<file path="src/rtl/rar_pkg.sv">
// Shared constants, action codes and controller/datapath interface types.
package rar_pkg;

  localparam int OPERAND_WIDTH_DEFAULT = 16;
  localparam int ACTION_WIDTH          = 2;
  localparam int NUM_OUT_WIDTH         = 33;
  localparam int DEN_OUT_WIDTH         = 32;
  localparam int WRAP_WIDTH            = 64;

  localparam logic [ACTION_WIDTH-1:0] ACT_ADD = 2'd0;
  localparam logic [ACTION_WIDTH-1:0] ACT_SUB = 2'd1;
  localparam logic [ACTION_WIDTH-1:0] ACT_MUL = 2'd2;
  localparam logic [ACTION_WIDTH-1:0] ACT_DIV = 2'd3;

  typedef struct packed {
    logic       load;
    logic       mul_en;
    logic [1:0] mul_step;
    logic       sum_en;
    logic       mag_en;
    logic       gcd_en;
    logic       scale_en;
    logic       div_en;
    logic       out_load;
  } cmd_t;

  typedef struct packed {
    logic gcd_done;
    logic skip;
  } status_t;

endpackage

</file>
<file path="src/rtl/rational_arithmetic_reducer.sv">
// Top level of the rational arithmetic reducer: controller plus datapath.
//
// This block combines two signed fractions a/b and c/d with add, subtract,
// multiply or divide and returns the result reduced by the gcd of the
// magnitudes of its numerator and denominator, with signs kept as computed.
// A zero denominator raises zero_denominator and the fraction comes back
// unreduced; a zero numerator also comes back unreduced. One item is worked
// at a time. With W = OPERAND_WIDTH, an item passes through capture, three
// products through one shared W by W multiplier, the sum and the magnitude
// step, then binary gcd (one shift or subtract a cycle), a scaling step,
// the pair of restoring dividers and the load into the output register; when
// reduction is skipped, the gcd step leads straight to the output register.
// The result sits in an output register, so the next transfer is taken while
// a finished result still waits on out_stall. Results wider than the output
// fields, possible only at larger operand widths, wrap to the field width.
module rational_arithmetic_reducer #(
  parameter int OPERAND_WIDTH = rar_pkg::OPERAND_WIDTH_DEFAULT
) (
  input  logic                                     clk,
  input  logic                                     rst,
  input  logic                                     in_valid,
  output logic                                     in_stall,
  input  logic [rar_pkg::ACTION_WIDTH-1:0]         action,
  input  logic signed [OPERAND_WIDTH-1:0]          first_numerator,
  input  logic signed [OPERAND_WIDTH-1:0]          first_denominator,
  input  logic signed [OPERAND_WIDTH-1:0]          second_numerator,
  input  logic signed [OPERAND_WIDTH-1:0]          second_denominator,
  output logic                                     out_valid,
  input  logic                                     out_stall,
  output logic signed [rar_pkg::NUM_OUT_WIDTH-1:0] result_numerator,
  output logic signed [rar_pkg::DEN_OUT_WIDTH-1:0] result_denominator,
  output logic                                     zero_denominator
);

  // Commands flow from the sequencer to the datapath, status flows back.
  rar_pkg::cmd_t    cmd;
  rar_pkg::status_t status;

  rar_controller #(
    .OPERAND_WIDTH(OPERAND_WIDTH)
  ) u_controller (
    .clk       (clk),
    .rst       (rst),
    .in_valid  (in_valid),
    .in_stall  (in_stall),
    .out_valid (out_valid),
    .out_stall (out_stall),
    .status    (status),
    .cmd       (cmd)
  );

  rar_datapath #(
    .OPERAND_WIDTH(OPERAND_WIDTH)
  ) u_datapath (
    .clk                (clk),
    .cmd                (cmd),
    .status             (status),
    .action             (action),
    .first_numerator    (first_numerator),
    .first_denominator  (first_denominator),
    .second_numerator   (second_numerator),
    .second_denominator (second_denominator),
    .result_numerator   (result_numerator),
    .result_denominator (result_denominator),
    .zero_denominator   (zero_denominator)
  );

endmodule

</file>
<file path="src/rtl/rar_controller.sv">
// Sequencer that steps the datapath through multiply, gcd and divide phases.
module rar_controller #(
  parameter int OPERAND_WIDTH = rar_pkg::OPERAND_WIDTH_DEFAULT
) (
  input  logic             clk,
  input  logic             rst,
  input  logic             in_valid,
  output logic             in_stall,
  output logic             out_valid,
  input  logic             out_stall,
  input  rar_pkg::status_t status,
  output rar_pkg::cmd_t    cmd
);

  localparam int MW = 2 * OPERAND_WIDTH;
  localparam int CW = $clog2(MW);

  typedef enum logic [2:0] {
    S_IDLE, S_MUL, S_SUM, S_MAG, S_GCD, S_SCALE, S_DIV, S_FINISH
  } state_t;

  state_t        state;
  logic [1:0]    step;
  logic [CW-1:0] cnt;
  logic          out_free;

  assign out_free = !out_valid || !out_stall;
  assign in_stall = (state != S_IDLE);

  always_comb begin
    cmd          = '0;
    cmd.mul_step = step;
    case (state)
      S_IDLE:   cmd.load     = in_valid;
      S_MUL:    cmd.mul_en   = 1'b1;
      S_SUM:    cmd.sum_en   = 1'b1;
      S_MAG:    cmd.mag_en   = 1'b1;
      S_GCD:    cmd.gcd_en   = !status.skip && !status.gcd_done;
      S_SCALE:  cmd.scale_en = 1'b1;
      S_DIV:    cmd.div_en   = 1'b1;
      S_FINISH: cmd.out_load = out_free;
      default:  cmd          = '0;
    endcase
  end

  always_ff @(posedge clk) begin
    if (rst) begin
      state     <= S_IDLE;
      step      <= '0;
      cnt       <= '0;
      out_valid <= 1'b0;
    end else begin
      if (cmd.out_load) begin
        out_valid <= 1'b1;
      end else if (!out_stall) begin
        out_valid <= 1'b0;
      end
      case (state)
        S_IDLE: begin
          step <= '0;
          if (in_valid) begin
            state <= S_MUL;
          end
        end
        S_MUL: begin
          if (step == 2'd2) begin
            step  <= '0;
            state <= S_SUM;
          end else begin
            step <= step + 2'd1;
          end
        end
        S_SUM: state <= S_MAG;
        S_MAG: state <= S_GCD;
        S_GCD: begin
          if (status.skip) begin
            state <= S_FINISH;
          end else if (status.gcd_done) begin
            state <= S_SCALE;
          end
        end
        S_SCALE: begin
          cnt   <= '0;
          state <= S_DIV;
        end
        S_DIV: begin
          if (cnt == CW'(MW - 1)) begin
            state <= S_FINISH;
          end else begin
            cnt <= cnt + 1'b1;
          end
        end
        S_FINISH: begin
          if (out_free) begin
            state <= S_IDLE;
          end
        end
        default: state <= S_IDLE;
      endcase
    end
  end

endmodule

</file>
<file path="src/rtl/rar_datapath.sv">
// Operand registers, shared multiplier, binary gcd and two restoring dividers.
module rar_datapath #(
  parameter int OPERAND_WIDTH = rar_pkg::OPERAND_WIDTH_DEFAULT
) (
  input  logic                                    clk,
  input  rar_pkg::cmd_t                           cmd,
  output rar_pkg::status_t                        status,
  input  logic [rar_pkg::ACTION_WIDTH-1:0]        action,
  input  logic signed [OPERAND_WIDTH-1:0]         first_numerator,
  input  logic signed [OPERAND_WIDTH-1:0]         first_denominator,
  input  logic signed [OPERAND_WIDTH-1:0]         second_numerator,
  input  logic signed [OPERAND_WIDTH-1:0]         second_denominator,
  output logic signed [rar_pkg::NUM_OUT_WIDTH-1:0] result_numerator,
  output logic signed [rar_pkg::DEN_OUT_WIDTH-1:0] result_denominator,
  output logic                                    zero_denominator
);

  localparam int W  = OPERAND_WIDTH;
  localparam int PW = 2 * W;
  localparam int SW = 2 * W + 1;
  localparam int MW = 2 * W;
  localparam int KW = $clog2(MW);
  localparam int XW = rar_pkg::WRAP_WIDTH;

  logic [rar_pkg::ACTION_WIDTH-1:0] op;
  logic signed [W-1:0]  a, b, c, d;
  logic signed [PW-1:0] p0, p1, p2;
  logic signed [SW-1:0] num;
  logic signed [PW-1:0] den;
  logic                 neg_num, neg_den, zero_num, zero_den;
  logic [MW-1:0]        u, v, g;
  logic [KW-1:0]        k;
  logic [MW-1:0]        qn, qd, rn, rd;

  logic signed [W-1:0]  mul_x, mul_y;
  logic signed [PW-1:0] prod;
  logic signed [SW-1:0] num_abs;
  logic signed [PW-1:0] den_abs;
  logic [MW:0]          trial_n, trial_d;
  logic                 fit_n, fit_d;
  logic signed [SW-1:0] num_red, num_sel;
  logic signed [PW-1:0] den_red, den_sel;
  logic signed [XW-1:0] num_wide, den_wide;

  assign status.gcd_done = (u == v);
  assign status.skip     = zero_num || zero_den;

  // Operand pairs for the three multiply steps, chosen by action.
  always_comb begin
    case (cmd.mul_step)
      2'd0: begin
        mul_x = a;
        mul_y = (op == rar_pkg::ACT_MUL) ? c : d;
      end
      2'd1: begin
        mul_x = b;
        mul_y = (op == rar_pkg::ACT_ADD || op == rar_pkg::ACT_SUB) ? c : '0;
      end
      default: begin
        mul_x = b;
        mul_y = (op == rar_pkg::ACT_DIV) ? c : d;
      end
    endcase
  end

  assign prod    = PW'(mul_x) * PW'(mul_y);
  assign num_abs = num[SW-1] ? -num : num;
  assign den_abs = den[PW-1] ? -den : den;

  assign trial_n = {rn, qn[MW-1]};
  assign trial_d = {rd, qd[MW-1]};
  assign fit_n   = (trial_n >= {1'b0, g});
  assign fit_d   = (trial_d >= {1'b0, g});

  assign num_red  = neg_num ? -$signed(SW'(qn)) : $signed(SW'(qn));
  assign den_red  = neg_den ? -$signed(PW'(qd)) : $signed(PW'(qd));
  assign num_sel  = status.skip ? num : num_red;
  assign den_sel  = status.skip ? den : den_red;
  assign num_wide = XW'(num_sel);
  assign den_wide = XW'(den_sel);

  always_ff @(posedge clk) begin
    if (cmd.load) begin
      op <= action;
      a  <= first_numerator;
      b  <= first_denominator;
      c  <= second_numerator;
      d  <= second_denominator;
    end
    if (cmd.mul_en) begin
      case (cmd.mul_step)
        2'd0:    p0 <= prod;
        2'd1:    p1 <= prod;
        default: p2 <= prod;
      endcase
    end
    if (cmd.sum_en) begin
      num <= (op == rar_pkg::ACT_SUB) ? SW'(p0) - SW'(p1) : SW'(p0) + SW'(p1);
      den <= p2;
    end
    if (cmd.mag_en) begin
      neg_num  <= num[SW-1];
      neg_den  <= den[PW-1];
      zero_num <= (num == '0);
      zero_den <= (den == '0);
      u        <= MW'(num_abs);
      v        <= MW'(den_abs);
      k        <= '0;
    end
    // Binary gcd: strip common factors of two, then subtract odd from odd.
    if (cmd.gcd_en) begin
      if (!u[0] && !v[0]) begin
        u <= u >> 1;
        v <= v >> 1;
        k <= k + 1'b1;
      end else if (!u[0]) begin
        u <= u >> 1;
      end else if (!v[0]) begin
        v <= v >> 1;
      end else if (u > v) begin
        u <= (u - v) >> 1;
      end else begin
        v <= (v - u) >> 1;
      end
    end
    if (cmd.scale_en) begin
      g  <= u << k;
      qn <= u << k == '0 ? '0 : MW'(num_abs);
      qd <= MW'(den_abs);
      rn <= '0;
      rd <= '0;
    end
    // Both magnitudes are divided by the gcd in parallel, one bit a cycle.
    if (cmd.div_en) begin
      rn <= fit_n ? MW'(trial_n - {1'b0, g}) : trial_n[MW-1:0];
      rd <= fit_d ? MW'(trial_d - {1'b0, g}) : trial_d[MW-1:0];
      qn <= {qn[MW-2:0], fit_n};
      qd <= {qd[MW-2:0], fit_d};
    end
    if (cmd.out_load) begin
      result_numerator   <= num_wide[rar_pkg::NUM_OUT_WIDTH-1:0];
      result_denominator <= den_wide[rar_pkg::DEN_OUT_WIDTH-1:0];
      zero_denominator   <= zero_den;
    end
  end

endmodule

</file>
<file path="config.mk">
export PLATFORM = sky130hd
export DESIGN_NAME = rational_arithmetic_reducer
export DESIGN_NICKNAME = d
export VERILOG_FILES = /design/src/rtl/rar_pkg.sv /design/src/rtl/rational_arithmetic_reducer.sv /design/src/rtl/rar_controller.sv /design/src/rtl/rar_datapath.sv
export SDC_FILE = /design/constraint.sdc
export NUM_CORES = 2
export LEC_CHECK = 0
export ABC_AREA = 0
export ABC_CLOCK_PERIOD_IN_PS = 10130
export BUFFER_PORTS_ARGS = -buffer_cell sky130_fd_sc_hd__buf_2
export CORE_ASPECT_RATIO = 1.4
export CORE_UTILIZATION = 64
export CTS_CLUSTER_DIAMETER = 80
export CTS_CLUSTER_SIZE = 25
export DETAILED_ROUTE_END_ITERATION = 8
export GPL_TIMING_DRIVEN = 0
export PLACE_DENSITY = 0.81
export SLEW_MARGIN = 25
export SYNTH_ARGS = -nofsm -noshare
export SYNTH_HDL_FRONTEND = slang
export SYNTH_SLANG_ARGS = --single-unit
</file>
<file path="constraint.sdc">
create_clock -name clk -period 10.13 [get_ports clk]
set_input_delay 0.5065 -clock clk [delete_from_list [all_inputs] [get_ports clk]]
set_output_delay 0.5065 -clock clk [all_outputs]
set_load 0.05 [all_outputs]
</file>
After elaboration in Yosys (flattened, before gate mapping)
Index checks and enable logic that the tools add are counted.
- equal/unequal tests: 21
- shift operators: 1
- multiplexer cells: 58
- reductions and logical operators: 27
- bitwise gates (word level): 1
- magnitude comparators: 3
- multipliers: 1
- $add $sub $neg: 13
- operators by type and width (kind ; number):
    $mux 32 ; 26
    $sub 32x32->32 ; 4
    $mux 33 ; 3
    $neg 32->32 ; 3
    $ge 33x32->1 ; 2
    $logic_not 32->1 ; 2
    $mux 16 ; 4
    $add 32x32->33 ; 1
    $logic_not 33->1 ; 1
    $neg 32->33 ; 1
    $sub 32x32->33 ; 1
    $eq 32x32->1 ; 1
    $gt 32x32->1 ; 1
    $mul 16x16->32 ; 1
    $pmux 16 s2 ; 1
    $shl 32x5->32 ; 1
    $pmux 3 s8 ; 1
    $mux 5 ; 4
    $mux 3 ; 6
    $eq 3x3->1 const B ; 4
    $add 5x1->5 const B ; 2
    $mux 1 ; 10
    $pmux 5 s2 ; 1
    $ne 2x1->1 const B ; 4
    other kinds (21) ; 40
- input bits: 70
- logic and storage cells: 154
- register bits: 537
- output and inout bits: 68

Longest topological paths before layout
- word-level depth: 8
- depth in mapped cells: 31

Cells and area by module
Synthesis repeated with hierarchy kept, for this count alone.
- cell total of the unflattened synthesis: 4344
- area, all modules: 42695.9 sq um
- modules (own cells, without submodules) (module ; seq. area each (sq um) ; area an instance (sq um) ; cells an instance ; instances):
    rar_datapath ; 15104.5 ; 42066.6 ; 4265 ; 1
    rar_controller ; 220.2 ; 629.4 ; 79 ; 1

Least setup slack after synthesis
Ideal clock, no wire load.
- path kind: register to register
- start: register u_datapath.op[1] (netlist bit)
- end: register u_datapath.p0[31], data pin
- arrival time: 7.167 ns
- path slack: 2.694 ns
- cell stages (with the launch flop): 29
- required time: 9.861 ns
- path through: edfxtp_1 inv_1 nor3_1 a21oi_1 o21ai_1 clkbuf_1 a22o_1 clkbuf_1 nand2_1 fa_1 inv_1 fa_1 inv_1 fa_1 fa_1 inv_1 fa_1 inv_1 fa_1 inv_1 ha_1 and3_1 a221o_1 a21oi_1 nor2_1 a311oi_1 o21ai_0 a21oi_1 xnor2_1
- word-level cells in the longest chain between the ends: 5
- elaborated cells between the ends (all ways): 10
- those cells by class: mul (1); eq/ne (3); mux (4); reduce/logical (2)
- ends and longest elaborated chain (item ; line ; source):
    start: declaration ; rar_datapath.sv:25 ; logic [rar_pkg::ACTION_WIDTH-1:0] op;
    start signal: assignment ; rar_datapath.sv:84 ; op <= action;
    $eq 2x1->1 or $logic_not 2->1 (tied branches) ; rar_datapath.sv:57 ; mul_y = (op == rar_pkg::ACT_ADD || op == rar_pkg::ACT_SUB) ? c : '0;
    $logic_or 1x1->1 ; rar_datapath.sv:57 ;
    $mux 16 ; rar_datapath.sv:57 ;
    $pmux 16 s2 * ; rar_datapath.sv:50 ; case (cmd.mul_step)
    $mul 16x16->32 * ; rar_datapath.sv:66 ; assign prod = PW'(mul_x) * PW'(mul_y);
    net u_datapath.prod[31] ; rar_datapath.sv:36 ; logic signed [PW-1:0] prod;
    end signal: assignment ; rar_datapath.sv:92 ; 2'd0: p0 <= prod;
    end: declaration ; rar_datapath.sv:27 ; logic signed [PW-1:0] p0, p1, p2;
The timed path passes the listed nets; every way through them passes the cells marked *.
A chain may end at the register's enable or synchronous reset.

Worst setup path in the final report
- start: register u_controller.step[1]
- end: register u_datapath.p2[31], data pin
- word-level cells in the longest chain between the ends: 3
- elaborated cells between the ends (all ways): 5
- those cells by class: mul (1); eq/ne (1); mux (2); reduce/logical (1)
- ends and longest elaborated chain (item ; line ; source):
    start: declaration ; rar_controller.sv:23 ; logic [1:0] step;
    start signal: assignment ; rar_controller.sv:70 ; step <= step + 2'd1;
    $eq 2x1->1 or $logic_not 2->1 (tied branches) ; rar_datapath.sv:50 ;
    $pmux 16 s2 or $mux 16 (tied branches) ; rar_datapath.sv:50 ;
    $mul 16x16->32 * ; rar_datapath.sv:66 ;
    net u_datapath.prod[31] ; rar_datapath.sv:36 ;
    end signal: assignment ; rar_datapath.sv:94 ; default: p2 <= prod;
    end: declaration ; rar_datapath.sv:27 ;
Marked as above.

==> impl_metrics.yaml <==
final_layout:
  num-fill-cells: 5123
  layout.cells.non_filler: 5478
  postLayoutCoreUtil_pct: 69.6
  area_delta_synth_final_pct: 7.24
  nets: 5193
  drive_gt1_share_pct: 6.87
run_status:
  status: "complete, but fails checks"
  violations: "DRC"
yosys:
  synthArstFlopShare_pct: 0
  synth_fp_nets: 5004
  synth-seq-cells: 537
  yosys.area.top_type_share_pct: 32.1
  synth_mux_area_share_pct: 4.08
  synth_top_family_by_area: "adder cells"
  synthFlopType: "edfxtp_1"
  synthAdderAreaFrac_pct: 19.8
  synth.area.top_cells: "edfxtp_1 (32%), fa_1 (13%), ha_1 (7.3%)"
  synth_top_area_cell: "edfxtp_1"
  synthCells: 4417
  synth_common_cells: "inv_1 (462), edfxtp_1 (457), nand2_1 (449), nor2_1 (429), a21oi_1 (288)"
  yosysWarnings: 0
  synth_compound_area_share_pct: 15.1
  synth-simple-area-share_pct: 12.9
  synth_xor_area_share_pct: 6.54
  synth_seq_area_share_pct: 35.8
  synth_edf_count: 457
  synthesis.area_mm2: 0.0428
  yosysMostFrequentCell: "inv_1"
  synthDistinctLibCells: 83
  syn_avg_cell_area_um2: 9.68
setup_path:
  r2r_cells: 25
  cp_max_fo: 10
  cp.arrival_ns: 10.35
  startpoint_type: "flip-flop"
  worstReg2RegStart: "u_controller.step[1]"
  r2r_setup_slack_ns: 0.21
  required_ns: 10.56
  cp-end-kind: "flip-flop"
  critical_path_class: "flip-flop to flip-flop"
  r2r_end: "u_datapath.p2[31]"
cts:
  clk_latency_ns: 0.66
  clk_pin_slew_ns: 0.09
  postCtsSetupRepairBufs: 0
  ctsHoldBuffers: 0
  cts_buffer_depth: 3
  clock-sinks: 537
  post_cts_resized: 0
  clockRootBuffer: "clkbuf_16"
  cts_tree: "done"
  numCtsBuffers: 31
  htree_levels: 1
drt:
  drc_errors: 14
  ant_nets: 0
  via_count: 35769
  dr.first_iter.drc_count: 3870
  wirelength_um: 142000
  route.detailed.wl_per_inst_um: 26.0
  firstDrtPassIters: 8
  viasPerCell: 6.53
global_route:
  antenna_found_initial: 6
  grt_overflow_total: 0
  grt_pass1_wl_um: 210000
  track_usage_pct: 42.1
  grt_max_degree: 47
  first_global_vias: 35618
die:
  rows: 111
  die_area_mm2: 0.0679
  num_io_pins: 138
  initial_utilization_pct: 64.9
  core-area_mm2: 0.0658
  die_h_um: 308
  die_w_um: 220
sta:
  layout_setup_ws_ns: 0.215
  worstMarginPinSlew_ns: 1.22
  finalHoldViolations: 0
  setup_viol: 0
  rsz0062_at_grt: "no"
  fin_crit_ns: 9.92
  final_max_slew_viol_count: 0
  fin_crit_sh_pct: 97.9
  fin_skew_ns: 0.0236
  slew_headroom_pct: 18.5
  fin_setup_tns_ns: 0
  fmax_mhz: 101
place:
  port_buffers: 137
  place_inst: 5420
  hpwl_um: 116000
  gp_congestion: 1.05
  dp_slack_ns: 0.545
min_path:
  hp-class: "input pin to flip-flop"
  whs_path_depth: 1
  hold_path_end: "u_datapath.a[14]"
  hold_path_startpoint: "first_numerator[14]"
run:
  cap_violations: 0
## routing by layer
layer	GRT usage [%]	up-vias	wire, um
met5	0	-	32
met4	34.5	4	14200
met3	6.59	632	12400
met2	70.3	2024	67700
li1	-	15811	-
met1	47.1	17298	48000
## stage by stage
stage / instance area [um2] / hold WS, ns
floorplan: 42800 / 0.400
global placement: 44500 / 0.401
detailed placement: 44800 / 0.405
CTS: 45800 / 0.0121
global route: 45800 / 0.0241
finish: 45800 / 0.0245
## kinds of logic after synthesis
group,count (synthesis)
flops,537
mux,135
compound gates,1024
fa+ha+maj,517
buf+inv,646
xor+xnor,319
simple gates,1239
## area by class of cell
type,count,area [um2],share of cell area (%)
Antenna cell,1,2.50,0.00546
Buffer,182,693,1.51
Clock buffer,39,827,1.80
Clock inverter,18,198,0.431
Inverter,464,1740,3.80
Multi-Input combinational cell,3234,25100,54.6
Sequential cell,537,15300,33.4
Tap cell,847,1060,2.31
Timing Repair Buffer,156,951,2.07
## worst max path at each step
stage / from / end / slack, ns
after floorplan: u_datapath.op[1] / u_datapath.p0[31] / 2.69
after global routing: u_controller.step[1] / u_datapath.p2[31] / 0.10
final: u_controller.step[1] / u_datapath.p2[31] / 0.21
after global placement: u_controller.step[1] / u_datapath.p2[31] / 0.39
after detailed placement: u_controller.step[1] / u_datapath.p2[31] / 0.55
after CTS: u_controller.step[1] / u_datapath.p2[31] / 0.52
## cells in the final DEF (no fill, tap or decap), types with 20 or more instances in the layout
cell type / instances
nand2_1: 448
a21o_1: 94
o31ai_1: 52
clkbuf_16: 32
mux2_2: 23
o21a_1: 33
buf_2: 145
inv_1: 460
edfxtp_1: 457
mux4_2: 29
o22ai_1: 42
or3_1: 32
or2_2: 20
fa_1: 267
mux2i_1: 77
xnor2_1: 133
a211oi_1: 44
clkbuf_1: 170
nand4_1: 26
nor3_1: 63
a21oi_1: 287
o21ai_0: 238
nor2_1: 428
o21bai_1: 26
o221ai_1: 26
dfxtp_1: 80
nor4_1: 26
nor2b_1: 33
nand3_1: 51
ha_1: 250
nand2b_1: 30
xor2_1: 186
## sequential cells by signal (all words and copies together), names as in the netlist, 3 cells and up
name / cells
u_datapath.num: 33
u_datapath.p1: 32
u_datapath.b: 16
u_datapath.rd: 32
u_datapath.den: 32
u_datapath.p2: 32
u_datapath.d: 16
u_datapath.u: 32
u_datapath.qd: 32
u_datapath.v: 32
u_datapath.k: 5
u_datapath.result_denominator: 32
u_controller.state: 3
u_datapath.qn: 32
u_controller.cnt: 5
u_datapath.a: 16
u_datapath.p0: 32
u_datapath.rn: 32
u_datapath.g: 32
u_datapath.c: 16
u_datapath.result_numerator: 33
## worst max-delay path: stages (launching register included)
cell      delay (ns)
dfxtp_1         0.31
clkbuf_1        0.21
nor2_1          0.74
clkbuf_1        0.74
mux2i_1         1.02
nor2_1          0.19
fa_1            0.55
fa_1            0.55
ha_1            0.13
inv_1           0.05
fa_1            0.47
inv_1           0.06
fa_1            0.53
inv_1           0.05
fa_1            0.47
inv_1           0.04
ha_1            0.19
or3_1           0.41
o311ai_0        0.73
a21oi_1         0.26
o31ai_1         0.76
a21oi_1         0.25
a311oi_1        0.41
o21ai_0         0.14
a21oi_1         0.19
xnor2_1         0.22
Power is not shown: default switching activity piles up to over one toggle a cycle in this logic, so the estimate is an artifact.
